File: config.mk
export PLATFORM = sky130hd
export DESIGN_NAME = keyed_transposition_cipher
export DESIGN_NICKNAME = d
export VERILOG_FILES = /design/src/ktc_pkg.sv /design/src/ktc_front.sv /design/src/ktc_queue.sv /design/src/ktc_back.sv /design/src/keyed_transposition_cipher.sv
export SDC_FILE = /design/constraint.sdc
export NUM_CORES = 1
export LEC_CHECK = 0
export ABC_AREA = 1
export BUFFER_PORTS_ARGS = -buffer_cell sky130_fd_sc_hd__buf_4
export CAP_MARGIN = 20
export CORE_ASPECT_RATIO = 1.5
export CORE_MARGIN = 4
export CORE_UTILIZATION = 67
export DETAILED_ROUTE_END_ITERATION = 10
export GPL_TIMING_DRIVEN = 1
export PLACE_DENSITY = 0.85
export SYNTH_ARGS = -nofsm -noshare
export SYNTH_HDL_FRONTEND = slang
export SYNTH_SLANG_ARGS = --single-unit
export TNS_END_PERCENT = 50
File: constraint.sdc
create_clock -name clk -period 6.3 [get_ports clk]
set_input_delay 1.26 -clock clk [delete_from_list [all_inputs] [get_ports clk]]
set_output_delay 1.26 -clock clk [all_outputs]
set_load 0.1 [all_outputs]
File: src/ktc_pkg.sv
// ktc_pkg: types and constants shared by the transposition cipher modules
// no dependencies
`timescale 1ns / 1ps

package ktc_pkg;

  localparam int unsigned KEY_SLOTS = 8;
  localparam int unsigned MAX_BLOCK = 8;
  localparam int unsigned BLOCK_CAP = (MAX_BLOCK < KEY_SLOTS) ? MAX_BLOCK : KEY_SLOTS;

  localparam logic [3:0] LEN_CAP = 4'(BLOCK_CAP);

  localparam logic [7:0] PAD_ENC   = 8'h7A;
  localparam logic [7:0] PAD_DEC   = 8'h5A;
  localparam logic [7:0] SPACE_CH  = 8'h20;
  localparam logic [7:0] CASE_STEP = 8'h20;

  localparam logic [1:0] REG_BLOCK_LEN = 2'd0;
  localparam logic [1:0] REG_KEY_ORDER = 2'd1;
  localparam logic [1:0] REG_DIRECTION = 2'd2;

  localparam logic [3:0]  RST_BLOCK_LEN = 4'd8;
  localparam logic [23:0] RST_KEY_ORDER = 24'hF4C688;

  // one finished block waiting in a buffer bank
  typedef struct packed {
    logic        bank;
    logic [3:0]  fill;
    logic [3:0]  len;
    logic [23:0] key;
    logic        dir;
  } ktc_desc_t;

  // byte write into the block buffer
  typedef struct packed {
    logic       en;
    logic [3:0] addr;
    logic [7:0] data;
  } ktc_wr_t;

endpackage

File: src/ktc_front.sv
// ktc_front: config registers, byte intake and block completion detection
// depends on ktc_pkg
`timescale 1ns / 1ps

module ktc_front
  import ktc_pkg::*;
(
  input  logic             clk,
  input  logic             rst,
  input  logic             cfg_we,
  input  logic [1:0]       cfg_index,
  input  logic [23:0]      cfg_data,
  input  logic             in_valid,
  output logic             in_ready,
  input  logic [7:0]       in_byte,
  input  logic             message_end,
  input  logic             q_full,
  output logic             push,
  output ktc_desc_t        desc,
  output ktc_wr_t          wr
);

  logic [3:0]  block_len;
  logic [23:0] key_order;
  logic        direction;
  logic [3:0]  fill;
  logic [3:0]  fill_next;
  logic        bank;
  logic [3:0]  eff_len;
  logic        accept;
  logic        done;

  always_comb begin
    if (block_len == 4'd0) begin
      eff_len = 4'd1;
    end else if (block_len > LEN_CAP) begin
      eff_len = LEN_CAP;
    end else begin
      eff_len = block_len;
    end
  end

  assign in_ready  = !q_full;
  assign accept    = in_valid && in_ready;
  assign fill_next = fill + 4'd1;
  assign done      = (fill_next >= eff_len) || message_end;

  assign wr.en   = accept;
  assign wr.addr = {bank, fill[2:0]};
  assign wr.data = in_byte;

  assign push      = accept && done;
  assign desc.bank = bank;
  assign desc.fill = fill_next;
  assign desc.len  = eff_len;
  assign desc.key  = key_order;
  assign desc.dir  = direction;

  always_ff @(posedge clk) begin
    if (rst) begin
      block_len <= RST_BLOCK_LEN;
      key_order <= RST_KEY_ORDER;
      direction <= 1'b0;
    end else if (cfg_we) begin
      case (cfg_index)
        REG_BLOCK_LEN: block_len <= cfg_data[3:0];
        REG_KEY_ORDER: key_order <= cfg_data;
        REG_DIRECTION: direction <= cfg_data[0];
        default: ;
      endcase
    end
  end

  always_ff @(posedge clk) begin
    if (rst) begin
      fill <= 4'd0;
      bank <= 1'b0;
    end else if (accept) begin
      if (done) begin
        fill <= 4'd0;
        bank <= ~bank;
      end else begin
        fill <= fill_next;
      end
    end
  end

endmodule

File: src/ktc_queue.sv
// ktc_queue: two-entry descriptor queue between intake and output sides
// depends on ktc_pkg
`timescale 1ns / 1ps

module ktc_queue
  import ktc_pkg::*;
(
  input  logic      clk,
  input  logic      rst,
  input  logic      push,
  input  ktc_desc_t desc_in,
  input  logic      pop,
  output ktc_desc_t head,
  output logic      head_valid,
  output logic      full
);

  ktc_desc_t   slots [2];
  logic        wr_ptr;
  logic        rd_ptr;
  logic [1:0]  count;

  assign head       = slots[rd_ptr];
  assign head_valid = (count != 2'd0);
  assign full       = (count == 2'd2);

  always_ff @(posedge clk) begin
    if (push) begin
      slots[wr_ptr] <= desc_in;
    end
  end

  always_ff @(posedge clk) begin
    if (rst) begin
      wr_ptr <= 1'b0;
      rd_ptr <= 1'b0;
      count  <= 2'd0;
    end else begin
      if (push) begin
        wr_ptr <= ~wr_ptr;
      end
      if (pop) begin
        rd_ptr <= ~rd_ptr;
      end
      count <= count + {1'b0, push} - {1'b0, pop};
    end
  end

  a_no_push_full: assert property (@(posedge clk) disable iff (rst) full |-> !push)
    else $error("push into full descriptor queue");
  a_no_pop_empty: assert property (@(posedge clk) disable iff (rst) pop |-> head_valid)
    else $error("pop from empty descriptor queue");
  a_count_range: assert property (@(posedge clk) disable iff (rst) count <= 2'd2)
    else $error("descriptor count out of range");

endmodule

File: src/ktc_back.sv
// ktc_back: double-banked block buffer and permuted byte emission
// depends on ktc_pkg
`timescale 1ns / 1ps

module ktc_back
  import ktc_pkg::*;
(
  input  logic       clk,
  input  logic       rst,
  input  ktc_wr_t    wr,
  input  ktc_desc_t  head,
  input  logic       head_valid,
  output logic       pop,
  output logic       out_valid,
  input  logic       out_ready,
  output logic [7:0] out_byte,
  output logic       block_last
);

  logic [7:0] mem [2*KEY_SLOTS];

  logic [2:0] idx;
  logic [2:0] src;
  logic       src_ok;
  logic       a_ok;
  logic       b_ok;
  logic       last;
  logic       issue;
  logic       issue_ok;
  logic       out_load;
  logic       advance;

  logic       r_valid;
  logic [7:0] rd_a;
  logic [7:0] rd_b;
  logic       r_a_ok;
  logic       r_b_ok;
  logic       r_dir;
  logic       r_last;

  logic [7:0] pad;
  logic [7:0] byte_a;
  logic [7:0] byte_b;
  logic [7:0] value;

  always_ff @(posedge clk) begin
    if (wr.en) begin
      mem[wr.addr] <= wr.data;
    end
  end

  // source position for output idx; decrypt inverts the key, later entries win
  always_comb begin
    src    = head.key[3*idx +: 3];
    src_ok = ({1'b0, src} < head.len);
    if (head.dir) begin
      src    = 3'd0;
      src_ok = 1'b0;
      for (int jj = 0; jj < KEY_SLOTS; jj++) begin
        if ((4'(jj) < head.len) && (head.key[3*jj +: 3] == idx)) begin
          src    = 3'(jj);
          src_ok = 1'b1;
        end
      end
    end
  end

  // positions at or past the fill count are padding
  assign a_ok = ({1'b0, idx} < head.fill);
  assign b_ok = src_ok && ({1'b0, src} < head.fill);
  assign last = ({1'b0, idx} == (head.len - 4'd1));

  assign out_load = !out_valid || out_ready;
  assign advance  = r_valid && out_load;
  assign issue_ok = !r_valid || out_load;
  assign issue    = head_valid && issue_ok;
  assign pop      = issue && last;

  always_ff @(posedge clk) begin
    if (rst) begin
      idx <= 3'd0;
    end else if (issue) begin
      idx <= last ? 3'd0 : idx + 3'd1;
    end
  end

  always_ff @(posedge clk) begin
    if (issue) begin
      rd_a   <= mem[{head.bank, idx}];
      rd_b   <= mem[{head.bank, src}];
      r_a_ok <= a_ok;
      r_b_ok <= b_ok;
      r_dir  <= head.dir;
      r_last <= last;
    end
  end

  always_ff @(posedge clk) begin
    if (rst) begin
      r_valid <= 1'b0;
    end else if (issue) begin
      r_valid <= 1'b1;
    end else if (advance) begin
      r_valid <= 1'b0;
    end
  end

  assign pad    = r_dir ? PAD_DEC : PAD_ENC;
  assign byte_a = r_a_ok ? rd_a : pad;
  assign byte_b = r_b_ok ? rd_b : pad;

  always_comb begin
    if (byte_a == SPACE_CH) begin
      value = SPACE_CH;
    end else if (r_dir) begin
      value = byte_b + CASE_STEP;
    end else begin
      value = byte_b - CASE_STEP;
    end
  end

  always_ff @(posedge clk) begin
    if (rst) begin
      out_valid <= 1'b0;
    end else if (out_load) begin
      out_valid <= r_valid;
    end
  end

  always_ff @(posedge clk) begin
    if (advance) begin
      out_byte   <= value;
      block_last <= r_last;
    end
  end

  a_idx_in_block: assert property (@(posedge clk) disable iff (rst)
    issue |-> ({1'b0, idx} < head.len))
    else $error("output index past block length");
  a_stage_holds: assert property (@(posedge clk) disable iff (rst)
    (r_valid && !out_load) |=> (r_valid && $stable(rd_a) && $stable(rd_b)))
    else $error("read stage lost data while stalled");
  a_out_holds: assert property (@(posedge clk) disable iff (rst)
    (out_valid && !out_ready) |=> (out_valid && $stable(out_byte) && $stable(block_last)))
    else $error("output beat changed while stalled");

endmodule

File: src/keyed_transposition_cipher.sv
// keyed transposition cipher: bytes in, permuted and case-shifted blocks out
// after its closing beat, a block leaves via a read stage and an output register
// throughput: one byte per cycle in and out while neither side is stalled;
// the output side is bounded by the single-issue read of the two-bank block buffer
// intake stalls only while two finished blocks wait for output
// rst is synchronous: registers return to their reset values, buffer contents persist
`timescale 1ns / 1ps

module keyed_transposition_cipher
  import ktc_pkg::*;
(
  input  logic        clk,
  input  logic        rst,
  input  logic        cfg_we,
  input  logic [1:0]  cfg_index,
  input  logic [23:0] cfg_data,
  input  logic        in_valid,
  output logic        in_ready,
  input  logic [7:0]  in_byte,
  input  logic        message_end,
  output logic        out_valid,
  input  logic        out_ready,
  output logic [7:0]  out_byte,
  output logic        block_last
);

  ktc_desc_t desc;
  ktc_desc_t head;
  ktc_wr_t   wr;
  logic      push;
  logic      pop;
  logic      head_valid;
  logic      q_full;

  ktc_front u_front (
    .clk         (clk),
    .rst         (rst),
    .cfg_we      (cfg_we),
    .cfg_index   (cfg_index),
    .cfg_data    (cfg_data),
    .in_valid    (in_valid),
    .in_ready    (in_ready),
    .in_byte     (in_byte),
    .message_end (message_end),
    .q_full      (q_full),
    .push        (push),
    .desc        (desc),
    .wr          (wr)
  );

  ktc_queue u_queue (
    .clk        (clk),
    .rst        (rst),
    .push       (push),
    .desc_in    (desc),
    .pop        (pop),
    .head       (head),
    .head_valid (head_valid),
    .full       (q_full)
  );

  ktc_back u_back (
    .clk        (clk),
    .rst        (rst),
    .wr         (wr),
    .head       (head),
    .head_valid (head_valid),
    .pop        (pop),
    .out_valid  (out_valid),
    .out_ready  (out_ready),
    .out_byte   (out_byte),
    .block_last (block_last)
  );

endmodule

# After elaboration in Yosys (flattened, before gate mapping)
# Memories as Yosys holds them, arrays and structs flattened. A register that Yosys moved wholly into a read port is not among the register bits.
# Index checks and enable logic that the tools add are counted.
# totals
register_bits	56
ram_bits	196
memories	2
mem_bits_ro	0
out_inout_bits	11
latchBits	0
# mem_list
name	depth	word_bits	rd	rd_ports_with_merged_regs	write_ports	line	rtl
u_back.mem	16	8	2	2	1	ktc_back.sv:20	logic [7:0] mem [2*KEY_SLOTS];
u_queue.slots	2	34	1	1	1	ktc_queue.sv:18	ktc_desc_t slots [2];
# classes
addsub	7
n_reduce_logical	28
div	0
mux	33
n_shift	1
bitwise	3
n_eq_ne	13
n_lt_le_gt_ge	13
multipliers	1
# ops
op	n
3-bit equality test	8
8-bit 2-to-1 mux	3
24-bit by 6-bit indexed part select with 3-bit output	1
1-bit 2-to-1 mux	18
3-bit 2-to-1 mux	6
3-bit by 4-bit < comparator with 1-bit output, first input constant	4
1-bit logical AND	14
3-bit by 4-bit < comparator with 1-bit output	3
4-bit 2-to-1 mux	3
8-bit by 6-bit adder with 8-bit output, second input constant	1
8-bit by 6-bit equality test with 1-bit output, second input constant	1
1-bit by 4-bit < comparator with 1-bit output, first input constant	2
2-bit by 4-bit < comparator with 1-bit output, first input constant	2
2-bit AND reduction	4
8-bit by 6-bit subtractor with 8-bit output, second input constant	1
6-bit 2-to-1 mux	1
2-bit by 3-bit multiplier with 5-bit output, first input constant	1
4-bit by 1-bit adder with 4-bit output, second input constant	1
2-bit equality test, second input constant	2
3-bit by 4-bit equality test with 1-bit output	1
4-bit greater-or-equal comparator	1
4-bit greater-than comparator, second input constant	1
4-bit zero test	1
2-bit 2-to-1 mux	2
10 further kinds	17

# Depth between registers and ports, before layout
# logic_depth
ltp_word	12
depth_mapped	27
ltp_nobuf	23

# Modules after synthesis
# Synthesis repeated with hierarchy kept, for this count alone.
# hier_totals
cells_unflattened	1381
hier_area_um2	13447.9
# modules_own_cells
mod	instances	cells_per_inst	area_per_inst_um2	seq_area_each_um2
ktc_back	1	1043	9086.2	4814.6
ktc_queue	1	137	2832.7	2142.1
ktc_front	1	201	1529.0	680.7

# Least setup slack after synthesis
# Ideal clock, no wire load.
# synth_timing
path_type	in2reg
start	in in_valid
end	mem u_queue.slots[1][0] in the netlist's numbering (enable)
t_arrival_ns	3.224
stages	4
setup_ns	0.427
slack_ns	2.649
cell_sequence	nand2_1 inv_1 nand2_1 nor2_1
# synth_via
elab_chain_cells	4
# synth_lines
element	line	rtl
start: declaration	keyed_transposition_cipher.sv:17	input logic in_valid,
1-bit logical AND	ktc_front.sv:44	assign accept = in_valid && in_ready;
1-bit logical AND	ktc_front.sv:52	assign push = accept && done;
1-bit 2-to-1 mux	ktc_queue.sv:28	if (push) begin
1-bit 2-to-1 mux (implied by the code)	ktc_queue.sv:29	slots[wr_ptr] <= desc_in;
end: declaration	ktc_queue.sv:18	
# Every way passes these cells.

==> metrics.md <==
| Metric | Value |
|---|---|
| CTS tree | built |
| Die Height | 179.6 um |
| Core ar. | 19240 um2 |
| Post-CTS Resized | 0 |
| Die W | 122.4 um |
| Syn Inst Count | 1411 |
| Largest buffer count on any clock path | 3 |
| Post-layout util | 75.53% |
| IO Count | 51 |
| Final #Nets | 1492 |
| Clock Latency Late Sink | 0.54 ns |
| Via count | 10530 |
| Hold Violations, Final | 0 |
| Critical path peak fanout | 47 |
| Post-route ant nets | 0 |
| Post-synth top area share | 51.37% |
| Post-route clock period utilization | 69.33% |
| CP endpoint kind | flip-flop |
| Final setup margin | 1.932 ns |
| Pre-CTS WS | 2.118 ns |
| Cell area after synthesis | 13150 um2 |
| Synthesized flop and latch total | 269 |
| Sw frac | 31.85% |
| Largest net degree at the start of global routing | 73 |
| Status | completed |
| Rows | 62 |
| Post-detail-place hpwl | between 20000 and 25000 um |
| Post-Route WL | 32700 um |
| CP Class | reg -> reg |
| Avg WL per Cell | 19.17 um |
| Ys Warns | 0 |
| Met1 wire length | 10880 um |
| Area contributors post-synth | edfxtp_1 51%, nand3_1 9.5%, nand2_1 7.6% |
| Diodes inserted | 0 |
| Initial Util | 68.36% |
| Number of max-cap violations | 0 |
| Clock share of power | 32.9% |
| Hold path depth | 0 |
| Leak | about 6 nW |
| Cell Int Power | 3.416 mW |
| Top-count cell post-synth | nand2_1 |
| Top Metal Used | met4 |
| Net switching power | 1.597 mW |
| R2R cell count | 23 |
| Drt pass-1 iters | 9 |
| Worst-path clk slew | 0.07 ns |
| Avg Cell Area, Syn | 9.321 um2 |
| Sequential fraction of the synthesis area | 58.07% |
| Placer Congestion | 0.9341 |
| Met2 routed WL | 16870 um |
| H-Tree Depth | 1 |
| Final max-slew violation count | 0 |
| CTS sink cnt | 269 |
| Area growth syn-to-layout | 10.49% |
| Global-route wire length before repair | 51500 um |
| Worst Hold End | u_back.block_last$_DFFE_PP_ |
| Post-CTS Setup Inserts | 0 |
| Post-route DRC violation count | 0 |
| Routed met3 length | 2863 um |
| WP data arrival | between 4 and 5 ns |
| Hold WC Path Type | reg -> reg |
| Synthesized Nets | 1473 |
| Worst Tran Pin Value | 1.147 ns |
| Setup TNS | 0 ns |
| Fmax | 228.9 MHz |
| Slew headroom | 23.28% |
| Predominant post-synthesis flop cell | edfxtp_1 |
| Area of the die | ~22000 um2 |
| Initial antenna violation count | 0 |
| Tot GR Track Use | between 20% and 30% |
| Logic pwr share | 24.8% |
| Dominant cell type by area after synthesis | edfxtp_1 |
| Skew final | 0.01292 ns |
| Share of layout cells above drive strength 1 | approximately 10% |
| Vias in the first global route | 10480 |
| Critical hold path startpoint | u_back.r_last$_DFFE_PP_ |
| Final min period | between 4 and 5 ns |
| Count of final setup violators | 0 |
| Critical Path RT | 6.71 ns |
| R2R Setup Slk | ~1.9 ns |
| Endpoint of the worst register-to-register path | u_back.rd_b[7]$_DFFE_PP_ |
| Netlist cell types | 44 |
| CP Launch Type | flip-flop |
| Sequential Power Share | 42.3% |
| Power per Cell Area | 345.0 nW/um2 |
| Total CTS buffers | 26 |
| Most frequent cells after synthesis | 267 x nand2_1, 250 x nand3_1, 225 x edfxtp_1 |
| Grt ovf | 0 |
| Hold_buf cts | 0 |
| Buffers on Ports | 50 |
| Post-synth EDFFs | 225 |
| Worst VDD drop | 0.0002891 V |
| Async SR Flop Fraction | 0% |
| DR iter-0 viols | 1267 |
| Vias per cell | 6.174 |
| CTS Root Cell | clkbuf_16 |
| RSZ-0062 raised after global routing | false |
power by group through the flow:
stage               Clock (mW)  Sequential, mW  Combinational (mW)
finish                    1.65            2.12                1.24
global route              1.73            2.13                1.36
CTS                       1.66            2.12                1.22
detailed placement           0            2.16                1.20
global placement             0            2.15                1.16
floorplan                    0            2.19               0.886
per-layer routing:
metal | GRT usage, % | vias to the layer above
met1 | 33.48 | 4875
li1 | - | 4808
met2 | 51.85 | 673
met5 | 0 | -
met3 | 4.088 | 177
met4 | 19.28 | 0
stage by stage:
stage	instances	power [mW]	hold WS, ns	area [um2]
2_1_floorplan	1411	3.074	0.4003	13150
3_3_place_gp	1652	3.314	0.4226	13550
3_5_place_dp	1654	3.355	0.4219	13570
4_1_cts	1702	4.992	0.4466	14500
5_1_grt	1706	5.219	0.4648	14530
6_report	1706	5.013	0.4442	14530
flip-flops by register name (all words and copies together) (netlist names), 3 cells and up, named ones only:
name,flops
u_back.out_byte,8
u_front.key_order,24
u_queue.slots,68
u_front.block_len,4
u_front.fill,4
u_back.mem,128
u_back.idx,3
u_back.rd_b,8
u_back.rd_a,8
layout by cell type, fill, tap and decap left out, types with 3 or more instances in the layout:
cell	instances
nand2_2	5
clkbuf_8	3
clkbuf_1	3
ha_1	21
nor2_1	72
nand3_1	249
nor2_2	3
xnor2_1	5
o21ai_2	5
o21ai_1	4
nand3b_1	24
inv_1	174
o21a_1	4
xor2_1	8
clkinv_2	5
mux2i_1	3
a21oi_1	83
buf_4	71
inv_2	5
o21ai_0	98
nand2_1	265
a211oi_1	4
o211ai_1	5
or2_2	3
edfxtp_1	225
dfxtp_1	42
clkbuf_16	32
area by class of cell:
class,count,area (um2)
sequential,269,7640
fill,1299,4707
multi-input combinational,882,4428
clock buffer,38,853.3
inverter,180,675.6
timing repair buffer,71,533.0
tap,256,320.3
clock inverter,10,81.33
cell families (layout without fill, tap and decap cells):
family / Yosys count / after routing / synth area share (%)
and+or+nand+nor: 635 / 635 / 21.63
xor gates and xnor gates: 14 / 14 / 0.9895
AOI/OAI and AO/OA: 208 / 208 / 8.496
muxes: 3 / 3 / 0.2283
adders and majority gates: 22 / 22 / 2.150
buffers and inverters: 260 / 299 / 8.439
DFF: 269 / 269 / 58.07
critical path, stage by stage, from the launching register on:
cell     delay (ns)
dfxtp_1        0.31
buf_4          0.40
inv_2          0.34
or2_1          0.32
o21ai_2        0.11
inv_1          0.13
ha_1           0.20
or2_2          0.28
nand3_1        0.08
nand2_1        0.07
nor2_2         0.13
nand2_1        0.07
nand2_1        0.07
nand2_1        0.05
nand2_1        0.05
nand2_1        0.06
nand2_2        0.07
nand2_2        0.56
buf_4          0.47
nand2_1        0.09
nand3_1        0.07
nand3_1        0.11
nand3_1        0.08
nand2_1        0.09
how the worst max path moves through the flow:
stage / depth (start not counted) / start / to / slack [ns]
final: 23 / flip-flop / u_back.rd_b[7]$_DFFE_PP_ / 1.93
after global routing: 23 / flip-flop / u_back.rd_b[7]$_DFFE_PP_ / 1.59
after CTS: 23 / flip-flop / u_back.rd_b[3]$_DFFE_PP_ / 1.99
after detailed placement: 23 / flip-flop / u_back.rd_b[3]$_DFFE_PP_ / 2.12
after global placement: 23 / flip-flop / u_back.rd_b[3]$_DFFE_PP_ / 2.25
after floorplan: 4 / in_valid / u_queue.slots[1][0]$_DFFE_PP_ / 2.65
Power figures use the tool's default switching activity.
